**src/sv/bps_pkg.sv**
```systemverilog
// Shared types and constants for the beep pattern sequencer.
// No dependencies; imported by every module of the block.
`default_nettype none

package bps_pkg;

  localparam logic [1:0] MODE_TICK    = 2'd0;
  localparam logic [1:0] MODE_PATTERN = 2'd1;
  localparam logic [1:0] MODE_EVENT   = 2'd2;

  localparam logic [1:0] ST_OK      = 2'd0;
  localparam logic [1:0] ST_REFUSED = 2'd1;
  localparam logic [1:0] ST_INVALID = 2'd2;

  localparam logic [1:0] REG_MASTER_ENABLE = 2'd0;
  localparam logic [1:0] REG_EVENT_MASK    = 2'd1;
  localparam logic [1:0] REG_DEFAULT_VOL   = 2'd2;

  localparam logic [13:0] MIN_TONE    = 14'd100;
  localparam logic [13:0] MAX_TONE    = 14'd10000;
  localparam logic [6:0]  MAX_VOL     = 7'd100;
  localparam logic [6:0]  MIN_VOL     = 7'd1;
  localparam logic [6:0]  RESET_VOL   = 7'd40;
  localparam logic [3:0]  EVENT_COUNT = 4'd9;

  localparam int DUTY_W      = 10;
  localparam int VOL_ENTRIES = 128;

  typedef struct packed {
    logic        start;
    logic        tick;
    logic [13:0] hz;
    logic [6:0]  beats;
    logic [15:0] on_ms;
    logic [15:0] gap_ms;
    logic [9:0]  duty;
  } bps_cmd_t;

  typedef struct packed {
    logic        running;
    logic        sounding;
    logic [13:0] freq;
    logic [9:0]  duty;
  } bps_view_t;

endpackage

`default_nettype wire

```
**src/sv/bps_req_check.sv**
```systemverilog
// Request decode: gating, argument range checks and duty lookup.
// Depends on bps_pkg.
`default_nettype none

module bps_req_check
  import bps_pkg::*;
#(
  parameter int MAX_BEATS    = 100,
  parameter int MAX_PHASE_MS = 60000,
  parameter int DUTY_BITS    = 10
) (
  input  wire logic [1:0]  mode,
  input  wire logic [3:0]  event_code,
  input  wire logic [13:0] tone_hz,
  input  wire logic [6:0]  beat_count,
  input  wire logic [15:0] on_ms,
  input  wire logic [15:0] gap_len_ms,
  input  wire logic [6:0]  volume,
  input  wire logic        master_enable,
  input  wire logic [8:0]  event_enable_mask,
  input  wire logic [6:0]  default_volume,
  input  wire logic        running,
  output bps_cmd_t         cmd,
  output logic [1:0]       status
);

  function automatic logic [VOL_ENTRIES*DUTY_W-1:0] build_duty_table();
    logic [VOL_ENTRIES*DUTY_W-1:0] t;
    int half;
    half = 1 << (DUTY_BITS - 1);
    t = '0;
    for (int i = 0; i < VOL_ENTRIES; i++) begin
      t[i*DUTY_W +: DUTY_W] = DUTY_W'((half * i + 99) / 100);
    end
    return t;
  endfunction

  localparam logic [VOL_ENTRIES*DUTY_W-1:0] DUTY_TABLE = build_duty_table();

  logic [6:0] vol_sel;
  logic       args_ok;
  logic       gated;

  assign vol_sel = (mode == MODE_EVENT) ? default_volume : volume;

  assign args_ok = (tone_hz >= MIN_TONE) && (tone_hz <= MAX_TONE) &&
                   (beat_count != 7'd0) && (beat_count <= 7'(MAX_BEATS)) &&
                   (on_ms != 16'd0) && (on_ms <= 16'(MAX_PHASE_MS)) &&
                   (gap_len_ms <= 16'(MAX_PHASE_MS)) &&
                   (vol_sel != 7'd0) && (vol_sel <= MAX_VOL);

  assign gated = !master_enable || (event_code >= EVENT_COUNT) ||
                 !event_enable_mask[event_code];

  always_comb begin
    cmd.start  = 1'b0;
    cmd.tick   = 1'b0;
    cmd.hz     = tone_hz;
    cmd.beats  = beat_count;
    cmd.on_ms  = on_ms;
    cmd.gap_ms = gap_len_ms;
    cmd.duty   = DUTY_TABLE[vol_sel*DUTY_W +: DUTY_W];
    status     = ST_OK;
    unique case (mode)
      MODE_TICK: begin
        cmd.tick = 1'b1;
      end
      MODE_PATTERN, MODE_EVENT: begin
        if ((mode == MODE_EVENT) && gated) begin
          status = ST_REFUSED;
        end else if (!args_ok) begin
          status = ST_INVALID;
        end else if (running) begin
          status = ST_REFUSED;
        end else begin
          cmd.start = 1'b1;
        end
      end
      default: begin
        status = ST_INVALID;
      end
    endcase
  end

endmodule

`default_nettype wire

```
**src/sv/bps_seq.sv**
```systemverilog
// Pattern state: beat and phase counters, held tone settings.
// Depends on bps_pkg; driven by decoded commands from bps_req_check.
`default_nettype none

module bps_seq
  import bps_pkg::*;
(
  input  wire logic clk,
  input  wire logic rst,
  input  wire logic advance,
  input  bps_cmd_t  cmd,
  output logic      running,
  output bps_view_t view_next
);

  logic        in_gap, in_gap_next;
  logic        running_next;
  logic [6:0]  beats_left, beats_left_next;
  logic [15:0] phase_ms_left, phase_ms_left_next;
  logic [15:0] held_on_ms, held_on_ms_next;
  logic [15:0] held_gap_ms, held_gap_ms_next;
  logic [13:0] held_freq, held_freq_next;
  logic [9:0]  held_duty, held_duty_next;
  logic [6:0]  beats_dec;

  assign beats_dec = (beats_left != 7'd0) ? beats_left - 7'd1 : 7'd0;

  always_comb begin
    running_next       = running;
    in_gap_next        = in_gap;
    beats_left_next    = beats_left;
    phase_ms_left_next = phase_ms_left;
    held_on_ms_next    = held_on_ms;
    held_gap_ms_next   = held_gap_ms;
    held_freq_next     = held_freq;
    held_duty_next     = held_duty;
    if (cmd.start) begin
      running_next       = 1'b1;
      in_gap_next        = 1'b0;
      beats_left_next    = cmd.beats;
      phase_ms_left_next = cmd.on_ms;
      held_on_ms_next    = cmd.on_ms;
      held_gap_ms_next   = cmd.gap_ms;
      held_freq_next     = cmd.hz;
      held_duty_next     = cmd.duty;
    end else if (cmd.tick && running) begin
      if (phase_ms_left > 16'd1) begin
        phase_ms_left_next = phase_ms_left - 16'd1;
      end else if (in_gap) begin
        in_gap_next        = 1'b0;
        phase_ms_left_next = held_on_ms;
      end else begin
        beats_left_next = beats_dec;
        if (beats_dec == 7'd0) begin
          running_next       = 1'b0;
          phase_ms_left_next = 16'd0;
        end else if (held_gap_ms != 16'd0) begin
          in_gap_next        = 1'b1;
          phase_ms_left_next = held_gap_ms;
        end else begin
          phase_ms_left_next = held_on_ms;
        end
      end
    end
  end

  always_comb begin
    view_next.running  = running_next;
    view_next.sounding = running_next && !in_gap_next;
    view_next.freq     = view_next.sounding ? held_freq_next : 14'd0;
    view_next.duty     = view_next.sounding ? held_duty_next : 10'd0;
  end

  always_ff @(posedge clk) begin
    if (rst) begin
      running       <= 1'b0;
      in_gap        <= 1'b0;
      beats_left    <= 7'd0;
      phase_ms_left <= 16'd0;
      held_on_ms    <= 16'd0;
      held_gap_ms   <= 16'd0;
      held_freq     <= 14'd0;
      held_duty     <= 10'd0;
    end else if (advance) begin
      running       <= running_next;
      in_gap        <= in_gap_next;
      beats_left    <= beats_left_next;
      phase_ms_left <= phase_ms_left_next;
      held_on_ms    <= held_on_ms_next;
      held_gap_ms   <= held_gap_ms_next;
      held_freq     <= held_freq_next;
      held_duty     <= held_duty_next;
    end
  end

endmodule

`default_nettype wire

```
**src/sv/beep_pattern_sequencer_unit.sv**
```systemverilog
// Beep pattern sequencer top level: input register, decode, state, result register.
// An accepted item is held in the input register and its result is then registered; out_stall can hold either.
// Throughput: one item per cycle while out_stall does not hold; set by the single decode and state update pass.
// Reset (rst, synchronous): pipeline empty, pattern idle, registers at their
// reset values (enable 1, event mask all ones, default volume 40).
// Depends on bps_pkg, bps_req_check and bps_seq.
`default_nettype none

module beep_pattern_sequencer_unit
  import bps_pkg::*;
#(
  parameter int MAX_BEATS    = 100,
  parameter int MAX_PHASE_MS = 60000,
  parameter int DUTY_BITS    = 10
) (
  input  wire logic        clk,
  input  wire logic        rst,
  input  wire logic        in_valid,
  output logic             in_stall,
  input  wire logic [1:0]  mode,
  input  wire logic [3:0]  event_code,
  input  wire logic [13:0] tone_hz,
  input  wire logic [6:0]  beat_count,
  input  wire logic [15:0] on_ms,
  input  wire logic [15:0] gap_len_ms,
  input  wire logic [6:0]  volume,
  output logic             out_valid,
  input  wire logic        out_stall,
  output logic [1:0]       status,
  output logic             tone_on,
  output logic [13:0]      tone_frequency,
  output logic [9:0]       duty,
  output logic             busy_res,
  input  wire logic        cfg_we,
  input  wire logic [1:0]  cfg_index,
  input  wire logic [8:0]  cfg_data
);

  logic        master_enable;
  logic [8:0]  event_enable_mask;
  logic [6:0]  default_volume;
  logic [6:0]  vol_clamped;

  logic        in_full;
  logic [1:0]  mode_q;
  logic [3:0]  event_q;
  logic [13:0] hz_q;
  logic [6:0]  beats_q;
  logic [15:0] on_q;
  logic [15:0] gap_q;
  logic [6:0]  vol_q;

  logic        advance;
  logic        running;
  bps_cmd_t    cmd;
  logic [1:0]  status_next;
  bps_view_t   view_next;

  assign advance  = in_full && (!out_valid || !out_stall);
  assign in_stall = in_full && !advance;

  always_comb begin
    vol_clamped = cfg_data[6:0];
    if (vol_clamped < MIN_VOL) begin
      vol_clamped = MIN_VOL;
    end else if (vol_clamped > MAX_VOL) begin
      vol_clamped = MAX_VOL;
    end
  end

  always_ff @(posedge clk) begin
    if (rst) begin
      master_enable     <= 1'b1;
      event_enable_mask <= 9'h1FF;
      default_volume    <= RESET_VOL;
    end else if (cfg_we) begin
      unique case (cfg_index)
        REG_MASTER_ENABLE: master_enable     <= cfg_data[0];
        REG_EVENT_MASK:    event_enable_mask <= cfg_data;
        REG_DEFAULT_VOL:   default_volume    <= vol_clamped;
        default: ;
      endcase
    end
  end

  always_ff @(posedge clk) begin
    if (rst) begin
      in_full <= 1'b0;
    end else if (in_valid && !in_stall) begin
      in_full <= 1'b1;
    end else if (advance) begin
      in_full <= 1'b0;
    end
  end

  always_ff @(posedge clk) begin
    if (in_valid && !in_stall) begin
      mode_q  <= mode;
      event_q <= event_code;
      hz_q    <= tone_hz;
      beats_q <= beat_count;
      on_q    <= on_ms;
      gap_q   <= gap_len_ms;
      vol_q   <= volume;
    end
  end

  bps_req_check #(
    .MAX_BEATS    (MAX_BEATS),
    .MAX_PHASE_MS (MAX_PHASE_MS),
    .DUTY_BITS    (DUTY_BITS)
  ) u_check (
    .mode              (mode_q),
    .event_code        (event_q),
    .tone_hz           (hz_q),
    .beat_count        (beats_q),
    .on_ms             (on_q),
    .gap_len_ms        (gap_q),
    .volume            (vol_q),
    .master_enable     (master_enable),
    .event_enable_mask (event_enable_mask),
    .default_volume    (default_volume),
    .running           (running),
    .cmd               (cmd),
    .status            (status_next)
  );

  bps_seq u_seq (
    .clk       (clk),
    .rst       (rst),
    .advance   (advance),
    .cmd       (cmd),
    .running   (running),
    .view_next (view_next)
  );

  always_ff @(posedge clk) begin
    if (rst) begin
      out_valid <= 1'b0;
    end else if (advance) begin
      out_valid <= 1'b1;
    end else if (!out_stall) begin
      out_valid <= 1'b0;
    end
  end

  always_ff @(posedge clk) begin
    if (advance) begin
      status         <= status_next;
      tone_on        <= view_next.sounding;
      tone_frequency <= view_next.freq;
      duty           <= view_next.duty;
      busy_res       <= view_next.running;
    end
  end

endmodule

`default_nettype wire

```
**config.mk**
```make
export PLATFORM = sky130hd
export DESIGN_NAME = beep_pattern_sequencer_unit
export DESIGN_NICKNAME = d
export VERILOG_FILES = /design/src/sv/bps_pkg.sv /design/src/sv/bps_req_check.sv /design/src/sv/bps_seq.sv /design/src/sv/beep_pattern_sequencer_unit.sv
export SDC_FILE = /design/constraint.sdc
export NUM_CORES = 1
export LEC_CHECK = 0
export ABC_AREA = 1
export BUFFER_PORTS_ARGS = -buffer_cell sky130_fd_sc_hd__buf_2
export CAP_MARGIN = 25
export CORE_ASPECT_RATIO = 0.75
export CORE_MARGIN = 2
export CORE_UTILIZATION = 36
export DETAILED_ROUTE_END_ITERATION = 6
export GPL_TIMING_DRIVEN = 0
export HOLD_SLACK_MARGIN = 0.1
export PLACE_DENSITY = 0.64
export SETUP_SLACK_MARGIN = 0.02
export SLEW_MARGIN = 0
export SYNTH_ARGS = -nofsm -noshare
export SYNTH_HDL_FRONTEND = slang
export SYNTH_HIERARCHICAL = 1
export SYNTH_SLANG_ARGS = --single-unit
```
**constraint.sdc**
```tcl
create_clock -name clk -period 4.1 [get_ports clk]
set_input_delay 0.82 -clock clk [delete_from_list [all_inputs] [get_ports clk]]
set_output_delay 0.82 -clock clk [all_outputs]
set_load 0.05 [all_outputs]
```
==> results of run 1 <==
## cell families after synthesis
kind of cell,after synthesis,share of synthesized area [%]
and+or+nand+nor,668,27.27
AOI/OAI and AO/OA,271,13.73
buffers and inverters,221,10.46
DFF,194,44.40
muxes,24,2.211
adders and majority gates,14,1.612
xor gates and xnor gates,4,0.3225
## power groups by stage
stage / logic (mW) / clock network, mW / registers, mW
global placement: 1.30 / 0 / 2.24
global route: 1.47 / 1.73 / 2.21
floorplan: 0.913 / 0 / 2.27
detailed placement: 1.30 / 0 / 2.24
CTS: 1.31 / 1.65 / 2.20
finish: 1.34 / 1.61 / 2.20
## synth_stat cells (3+ instances only)
cell type | number | area share (%)
nand2_1 | 318 | 11
nor2_1 | 183 | 6.3
a21oi_1 | 114 | 5.3
dfxtp_1 | 100 | 18
edfxtp_1 | 94 | 26
inv_1 | 94 | 3.2
nand3_1 | 90 | 4.1
o21ai_0 | 86 | 4.0
buf_4 | 61 | 4.2
o21ai_1 | 31 | 1.4
clkbuf_1 | 29 | 1.0
mux2i_1 | 24 | 2.2
nor2_2 | 16 | 0.92
buf_2 | 15 | 0.69
ha_1 | 14 | 1.6
inv_2 | 12 | 0.41
nand4_1 | 9 | 0.52
nor2_4 | 8 | 0.83
nor3_1 | 8 | 0.37
o211ai_1 | 8 | 0.55
a21oi_2 | 7 | 0.56
a31oi_1 | 7 | 0.40
nand2_2 | 7 | 0.40
nand3b_1 | 6 | 0.41
buf_6 | 5 | 0.52
nand3_2 | 5 | 0.46
nor3b_1 | 5 | 0.35
a21boi_0 | 3 | 0.21
nand2_4 | 3 | 0.31
o21ai_2 | 3 | 0.24
xor2_1 | 3 | 0.24
## state kept, by name (all words and copies together), names as in the netlist, 2 cells and up
register / count
on_q: 16
gap_q: 16
u_seq/held_duty: 10
beats_q: 7
u_seq/held_on_ms: 16
tone_frequency: 14
u_seq/beats_left: 7
event_enable_mask: 9
mode_q: 2
u_seq/phase_ms_left: 16
hz_q: 14
u_seq/held_gap_ms: 16
default_volume: 7
u_seq/held_freq: 14
duty: 10
status: 2
vol_q: 7
event_q: 4
## tightest hold or removal path, cell delays in order, from the launching register on
cell     delay [ns]
dfxtp_1        0.33
a21oi_1        0.06
nand2_1        0.05
## final cells by class
type,count,area (µm²)
timing repair buffer,113,595.6
buffer,113,729.5
fill,3085,17390
clock buffer,18,439.2
tap,399,499.2
multi-input combinational,981,4928
clock inverter,14,120.1
inverter,108,410.4
sequential,194,4825
## worst paths after layout
path,from,to,cells past startpoint
worst min-delay path,default_volume[3],default_volume[3],2
worst max register to register,mode_q[0],tone_frequency[4],18
worst max-delay path,mode_q[0],tone_frequency[4],18
worst min register to register,default_volume[3],default_volume[3],2
## timing repair
action                     CTS  global route
buffers inserted             0             0
resized for setup            0            10
setup endpoints to repair    0            87
## through the flow
| stage | hold WS [ns] | cell area, µm² | cells |
|---|---|---|---|
| after global placement | 0.4464 | 11920 | 1906 |
| after global routing | 0.5007 | 12550 | 1940 |
| after floorplan | 0.4338 | 10870 | 1396 |
| final | 0.4674 | 12550 | 1940 |
| after CTS | 0.4717 | 12530 | 1940 |
| after detailed placement | 0.4540 | 11970 | 1908 |
## cells in the final DEF (no fill, tap or decap), drive strengths merged, types with 5 or more instances in the layout
cell	synthesis	final
nand2	329	329
nor2	208	208
a21oi	121	121
o211ai	10	10
nand3	97	97
nor3	10	10
o21ai	121	121
clkbuf	29	47
edfxtp	94	94
dfxtp	100	100
nand3b	6	6
ha	14	14
clkinv	2	8
a31oi	7	7
nor3b	5	5
inv	106	114
mux2i	24	24
nand4	10	10
buf	84	197
## metal layers
metal	up-vias	global-route usage, %	routed length [µm]
met3	36	4.088	2700
li1	4844	-	-
met5	-	0	0
met1	4572	31.49	15850
met2	418	26.50	12290
met4	0	6.591	616
==> run_results.csv, run 1 <==
group,metric,value,unit
run_status,status,"completed",
critical_path,rrSetupSlack,0.29,ns
critical_path,path_common_cell,"nand3_1",
pwr,vdd_drop_max,0.2475,mV
layout,antennaDiodeCount,0,
yosys,synth.avg_cell_area,7.783,µm²
yosys,synth_cell_type_count,51,
yosys,yosys_warnings,6,
global_routing,gr-total-overflow,0,
floorplanning,top_level_ports,112,
critical_path,critPathMaxFanout,10,
pwr,internal_power,3.395,mW
timing,timing.final.setup_violations,0,
timing,final-hold-violation-count,0,
yosys,synth_nets,1492,
clock_tree,htreeDepth,4,
timing,fmax,262.7,MHz
critical_path,timing.critical_path.max_delay_family,"buffers and inverters",
yosys,synth_enable_flop_cells,94,
layout,synthToLayoutAreaGrowth,15.48,%
placed_design,dp_hpwl,23.63,mm
timing,worst_pin_slew,0.8347,ns
placed_design,place_congestion,0.9373,
yosys,synth-main-ff-cell,"dfxtp_1",
floorplanning,die_width,204.6,µm
detailed_routing,drt_pre_antenna_iters,6,
clock_tree,cts_tree,"built",
critical_path,cp.required,4.29,ns
timing,final_clock_skew,0.01278,ns
yosys,synth-seq-cells,194,
global_routing,initial_antenna_violation_count,0,
timing,setup_tns,0,ns
floorplanning,die_outline_area,0.03160,mm²
global_routing,grt_pass1_vias,9127,
pwr,cellLeakagePower,5.377,nW
detailed_routing,via_cell_ratio,5.088,
critical_path,slowest_stage,"clkbuf_1",
global_routing,grt_start_max_net_pins,41,
pwr,power,5.146,mW
yosys,synth_seq_area_share,44.40,%
detailed_routing,drc_errors_left,0,
clock_tree,clock_path_buffers,2,
yosys,ys_async_sr_fraction,0,%
global_routing,grt_pass1_wl,49.50,mm
yosys,syn_area,0.01087,mm²
critical_path,critical-path-max-stage-delay,0.60,ns
worst_hold_path,min-delay-path-class,"flip-flop to flip-flop",
critical_path,start_kind,"flip-flop",
floorplanning,floorplan.initialDensity,36.30,%
detailed_routing,postRouteAntennaNets,0,
detailed_routing,detailedRoute.firstIterationViolations,1008,
clock_tree,ctsHoldBuffers,0,
timing,post-route-period-util,92.84,%
critical_path,timing.critical_path.to_type,"flip-flop",
layout,drive_gt1_share,20.05,%
layout,postLayoutCoreUtil,41.91,%
yosys,netlist_instances,1396,
timing,layout_setup_ws,0.2937,ns
pwr,clock_power_share,31.3,%
pwr,share_seq_of_total_power,42.7,%
detailed_routing,average_wire_per_cell_in_the_routed_design,16.22,µm
timing,finalMaxSlewViolations,0,
timing,rsz_0062_raised_after_global_routing,"false",
floorplanning,std_cell_rows,55,
critical_path,critical_path_buf_inv_count,5,
detailed_routing,vias,9870,
flow_run,drv_cap,0,
placed_design,port_buffers,111,
pwr,netSwitchingPower,1.751,mW
timing,final.min_clock_period,3.806,ns
timing,slew_headroom,44.36,%
placed_design,dp_worst_setup_slack,0.07432,ns
critical_path,path_cells,"inv_1, ha_2, buf_6, nand2_1, nand2_2, inv_1, ha_1, nand2_2, nor2_1, nand3_1, nand3_1, nor2_1, nand3_1, nor3_1, buf_4, clkbuf_1, mux2i_1, nor2_2",
critical_path,setup.worst_path.class,"flip-flop to flip-flop",
clock_tree,clock_slew_at_reported_path_ffs,0.07,ns
clock_tree,cts_num_sinks,194,
pwr,power_per_cell_area,410.1,mW/mm²
clock_tree,cts_made_buffers,17,
detailed_routing,routed_wirelength,31.46,mm
clock_tree,clk_tree_root_cell,"clkbuf_16",
pwr,comb_power_share,26.0,%
global_routing,global_route.usage.total,20.00,%
critical_path,cp_data_arrival_time,4.00,ns
floorplanning,core_area,0.02994,mm²
layout,finish.net_count,1624,
floorplanning,die_h,154.5,µm
pwr,power.switching_fraction,34.03,%
clock_tree,clock_latency,0.44,ns
Power figures use the tool's default switching activity.
==> inputs of run 2 (changes only) <==
Settings changed: GPL_TIMING_DRIVEN 0 to 1.
==> run 2 against run 1 <==
  * Non-clock buffer count fell by 94
  * First-iteration DRC count decreased by 5.7%
  * Worst hold slack improved by 0.0035 ns
  * Cell area decreased by 4.4%
  * Die area unchanged
  * Sequential share of layout area grew 1.8 points
  * Combinational power down 9%
  * Critical path depth decreased by 2
  * Fmax grew 4.3%
  * Global-route usage is 1.8 points lower
  * Critical endpoint is now tone_frequency[3]
==> run_results.csv, run 2 (synthesis results as in run 1) <==
group,metric,value,unit
timing,finalMaxSlewViolations,0,
pwr,power,5.172,mW
clock_tree,cts_num_sinks,194,
critical_path,cp_data_arrival_time,3.85,ns
clock_tree,clock_latency,0.46,ns
global_routing,grt_pass1_vias,8268,
clock_tree,ctsHoldBuffers,0,
critical_path,reg2reg_from,"mode_q[1]",
timing,final_clock_skew,0.01347,ns
worst_hold_path,min-delay-start,"u_seq/held_on_ms[6]",
run_status,status,"completed",
detailed_routing,routed_wirelength,28.63,mm
clock_tree,htreeDepth,4,
timing,worst_pin_slew,0.6664,ns
detailed_routing,via_cell_ratio,5.062,
detailed_routing,vias,9350,
timing,setup_tns,0,ns
layout,mostFrequentLayoutCell,"nand2_1",
critical_path,start_kind,"flip-flop",
floorplanning,core_area,0.02994,mm²
clock_tree,clock_path_buffers,2,
floorplanning,die_width,204.6,µm
detailed_routing,drc_errors_left,0,
layout,n_fill_cell,3077,
timing,fmax,274.1,MHz
placed_design,dpl.cell_count,1814,
clock_tree,cts_tree,"built",
layout,stdcell_area,0.01199,mm²
timing,rsz_0062_raised_after_global_routing,"false",
pwr,cellLeakagePower,5.053,nW
clock_tree,clock_slew_at_reported_path_ffs,0.07,ns
critical_path,timing.critical_path.to_type,"flip-flop",
critical_path,rrSetupSlack,0.45,ns
critical_path,ff2ff_path_depth,16,
timing,worst_hold_slack,0.4709,ns
clock_tree,cts_resized,0,
layout,postLayoutCoreUtil,40.06,%
layout,most_frequent_cells_in_the_layout,"nand2_1 (317), nor2_1 (183), a21oi_1 (113), buf_2 (111), dfxtp_1 (100)",
critical_path,worstReg2RegEnd,"tone_frequency[3]",
layout,drive_gt1_share,16.59,%
layout,synthToLayoutAreaGrowth,10.36,%
clock_tree,postCtsSetupRepairBufs,0,
global_routing,grt_start_max_net_pins,56,
worst_hold_path,min-delay-path-class,"flip-flop to flip-flop",
critical_path,setup.worst_path.class,"flip-flop to flip-flop",
global_routing,initial_antenna_violation_count,1,
clock_tree,cts_made_buffers,17,
critical_path,critPathMaxFanout,24,
placed_design,dp_hpwl,20.64,mm
timing,post-route-period-util,88.97,%
placed_design,port_buffers,111,
floorplanning,die_h,154.5,µm
detailed_routing,detailedRoute.firstIterationViolations,951,
timing,final.min_clock_period,3.648,ns
worst_hold_path,min_delay_path_depth,2,
timing,final-hold-violation-count,0,
detailed_routing,postRouteAntennaNets,0,
layout,instances_no_fill,1847,
floorplanning,top_level_ports,112,
placed_design,dp_worst_setup_slack,0.3825,ns
worst_hold_path,hold_end,"u_seq/held_on_ms[6]",
placed_design,postPlaceCellArea,0.01137,mm²
pwr,power_per_cell_area,431.3,mW/mm²
timing,timing.final.setup_violations,0,
floorplanning,die_outline_area,0.03160,mm²
clock_tree,clk_tree_root_cell,"clkbuf_16",
layout,finish.net_count,1530,
floorplanning,floorplan.initialDensity,36.30,%
placed_design,place_congestion,0.9231,
floorplanning,std_cell_rows,55,
pwr,vdd_drop_max,0.2906,mV
detailed_routing,average_wire_per_cell_in_the_routed_design,15.50,µm
detailed_routing,drt_pre_antenna_iters,7,
timing,slew_headroom,55.48,%
critical_path,cp.required,4.30,ns
global_routing,gr-total-overflow,0,
global_routing,global_route.usage.total,18.19,%
timing,layout_setup_ws,0.4521,ns
global_routing,grt_pass1_wl,45.12,mm
flow_run,drv_cap,0,
run 2: cell count changes in the layout (fill, tap and decap cells not counted), sizes merged:
cell	before	now
buf	197	132
clkbuf	47	19
bufinv	0	3
inv	114	111
clkinv	8	6
clkinvlp	0	1
diode	0	1
run 2: area by class of cell:
class                   count  area [µm²]  area share [%]
diodes                      1       2.502         0.02087
clock buffers              19       442.9           3.694
clock inverters            13       172.7           1.440
inverters                 108       410.4           3.422
multi-input cells         981        4926           41.08
flip-flops and latches    194        4825           40.23
well taps                 399       499.2           4.163
repair buffers            132       713.2           5.947
run 2: worst max path at each step:
stage / start / to / slack (ns)
global route: mode_q[1] / u_seq/held_on_ms[13] / 0.03
detailed placement: mode_q[1] / u_seq/phase_ms_left[10] / 0.38
global placement: mode_q[1] / tone_frequency[3] / 0.48
CTS: mode_q[1] / tone_frequency[3] / 0.36
floorplan: out_stall / u_seq/phase_ms_left[11] / 0.47
finish: mode_q[1] / tone_frequency[3] / 0.45
run 2: power by group:
part	switching, mW	internal [mW]	total, mW
Clock	0.760	0.988	1.75
Combinational	0.844	0.376	1.22
Sequential	0.0708	2.13	2.20
run 2: metal layers:
metal | track usage (%) | vias to the layer above | share of wire [%]
li1 | - | 4666 | -
met1 | 27.12 | 4305 | 49
met2 | 25.32 | 346 | 40
met3 | 5.289 | 33 | 9.0
met4 | 4.796 | 0 | 1.6
met5 | 0 | - | 0
run 2: worst max-delay path, cell delays in order, from the launching register on:
cell and delay, ns:
edfxtp_1 0.40, ha_2 0.27, inv_1 0.17, nand2_1 0.08
nand2_1 0.19, inv_1 0.15, ha_1 0.26, nand2_1 0.17
nor2_1 0.11, nand3_1 0.10, nand3_1 0.12, nor2_1 0.14
nand3_1 0.12, nor3_2 0.30, buf_4 0.45, mux2i_1 0.28
nor2_2 0.06
==> inputs of run 3 (changes only) <==
Settings changed: MAX_ROUTING_LAYER from default to met4.
==> run 3 against run 2 <==
  * Total power rose by 0.40%
  * Critical path depth rose by 4
  * Combinational power barely moved
  * Register-to-register slack improved by 0.04 ns
  * Routed wire length rose by 0.69%
  * Non-clock buffer count did not move
  * Sequential cell count did not move
  * Clock skew fell by 0.0012 ns
  * Fmax rose by 0.97%
  * Largest cell class unchanged
==> run_results.csv, run 3 (synthesis results as in run 1) <==
group,metric,value,unit
critical_path,cp_data_arrival_time,3.99,ns
global_routing,initial_antenna_violation_count,0,
critical_path,start_kind,"flip-flop",
critical_path,critical-path-max-stage-delay,0.36,ns
critical_path,cp.required,4.48,ns
timing,rsz_0062_raised_after_global_routing,"false",
global_routing,grt_pass1_vias,8382,
detailed_routing,drt_pre_antenna_iters,5,
run_status,status,"completed",
floorplanning,std_cell_rows,55,
detailed_routing,via_cell_ratio,5.036,
critical_path,setup.worst_path.class,"flip-flop to flip-flop",
critical_path,critPathMaxFanout,28,
placed_design,dp_hpwl,20.68,mm
floorplanning,core_area,0.02994,mm²
timing,worst_pin_slew,0.9741,ns
timing,slew_headroom,34.82,%
critical_path,critical_path_buf_inv_count,4,
critical_path,slowest_stage,"edfxtp_1",
critical_path,timing.critical_path.to_type,"flip-flop",
placed_design,port_buffers,111,
detailed_routing,average_wire_per_cell_in_the_routed_design,15.61,µm
global_routing,grt_pass1_wl,45.61,mm
timing,final-hold-violation-count,0,
timing,fmax,276.8,MHz
clock_tree,clk_tree_root_cell,"clkbuf_16",
timing,post-route-period-util,88.12,%
critical_path,timing.critical_path.max_delay_family,"simple AND/OR/NAND/NOR gates",
layout,synthToLayoutAreaGrowth,10.64,%
clock_tree,clock_path_buffers,2,
clock_tree,cts_tree,"built",
layout,drive_gt1_share,16.86,%
critical_path,path_common_cell,"nand2_1",
critical_path,crit_path_start,"mode_q[0]",
clock_tree,cts_num_sinks,194,
clock_tree,htreeDepth,4,
global_routing,grt_start_max_net_pins,46,
floorplanning,floorplan.initialDensity,36.30,%
timing,setup_tns,0,ns
pwr,vdd_drop_max,0.2710,mV
timing,timing.final.setup_violations,0,
floorplanning,die_h,154.5,µm
worst_hold_path,min-delay-start,"default_volume[3]",
critical_path,reg2reg_from,"mode_q[0]",
detailed_routing,routed_wirelength,28.83,mm
layout,mostFrequentLayoutCell,"nand2_1",
layout,finish.net_count,1530,
timing,final.min_clock_period,3.613,ns
floorplanning,die_width,204.6,µm
detailed_routing,postRouteAntennaNets,0,
clock_tree,clock_slew_at_reported_path_ffs,0.07,ns
timing,final_clock_skew,0.01229,ns
global_routing,global_route.usage.total,18.92,%
floorplanning,die_outline_area,0.03160,mm²
global_routing,gr-total-overflow,0,
layout,most_frequent_cells_in_the_layout,"nand2_1 (317), nor2_1 (183), a21oi_1 (113), buf_2 (111), dfxtp_1 (100)",
clock_tree,clock_latency,0.45,ns
clock_tree,cts_made_buffers,17,
pwr,power_per_cell_area,431.9,mW/mm²
detailed_routing,vias,9301,
critical_path,rrSetupSlack,0.49,ns
flow_run,drv_cap,0,
layout,instances_no_fill,1847,
detailed_routing,drc_errors_left,0,
detailed_routing,detailedRoute.firstIterationViolations,864,
pwr,cellLeakagePower,5.060,nW
critical_path,path_cells,"inv_1, ha_2, nand2_1, nand2_1, inv_1, ha_1, nand2_1, nor2_1, nand3_1, nand3_1, nor2_1, nand3_1, nor3_4, nand2_2, o21ai_2, inv_1, buf_4, nor2_1, nand2_1, a21oi_1",
worst_hold_path,min-delay-path-class,"flip-flop to flip-flop",
timing,finalMaxSlewViolations,0,
placed_design,dpl.cell_count,1814,
placed_design,place_congestion,0.9352,
floorplanning,top_level_ports,112,
[run 3: final timing paths]
kind,depth (start not counted),end
min reg2reg,2,default_volume[3]
max reg2reg,20,u_seq/phase_ms_left[7]
max,20,u_seq/phase_ms_left[7]
min,2,default_volume[3]
[run 3: cell type report]
cell class	count	area (µm²)
tap	399	499.2
antenna	1	2.502
timing repair buffer	132	725.7
clock inverter	15	201.4
inverter	108	410.4
multi-input combinational	981	4932
sequential	194	4825
fill	3057	17910
clock buffer	17	425.4
[run 3: power breakdown]
part / leakage, nW / switching [mW] / total, mW / internal, mW
clock: 0.301 / 0.782 / 1.76 / 0.979
sequential: 1.73 / 0.0710 / 2.20 / 2.13
combinational: 3.03 / 0.850 / 1.23 / 0.377
[run 3: repair_timing]
action | 4_1_cts | 5_1_grt
buffers inserted | 0 | 0
endpoints found under the setup margin | 0 | 50
gates resized for setup | 0 | 4
hold buffers | 0 | 0
[run 3: through the flow]
| stage | instance area (µm²) | worst slack, ns | total power, mW | utilization (%) | hold slack (ns) |
|---|---|---|---|---|---|
| after detailed placement | 11380 | 0.3735 | 3.443 | 38.03 | 0.4557 |
| final | 12020 | 0.4873 | 5.192 | 40.16 | 0.4770 |
| after global routing | 12020 | 0.1469 | 5.457 | 40.15 | 0.4920 |
| after CTS | 12010 | 0.3230 | 5.214 | 40.12 | 0.4724 |
| after floorplan | 10870 | 0.4710 | 3.183 | - | 0.4338 |
| after global placement | 11380 | 0.4987 | 3.440 | 38.03 | 0.4504 |
[run 3: tightest hold or removal path: cells and delay by family, from the launching register on]
kind | cells | cell delay, ns
AOI/OAI and AO/OA | 1 | 0.07
and+or+nand+nor | 1 | 0.05
DFF | 1 | 0.34
[run 3: metal layers]
metal  global-route usage, %  vias up  routed length, µm
met5                       -        -                  0
met3                   4.425       31               2440
met2                   25.48      397              11700
met4                   4.796        0                399
met1                   28.02     4222              14290
li1                        -     4651                  -
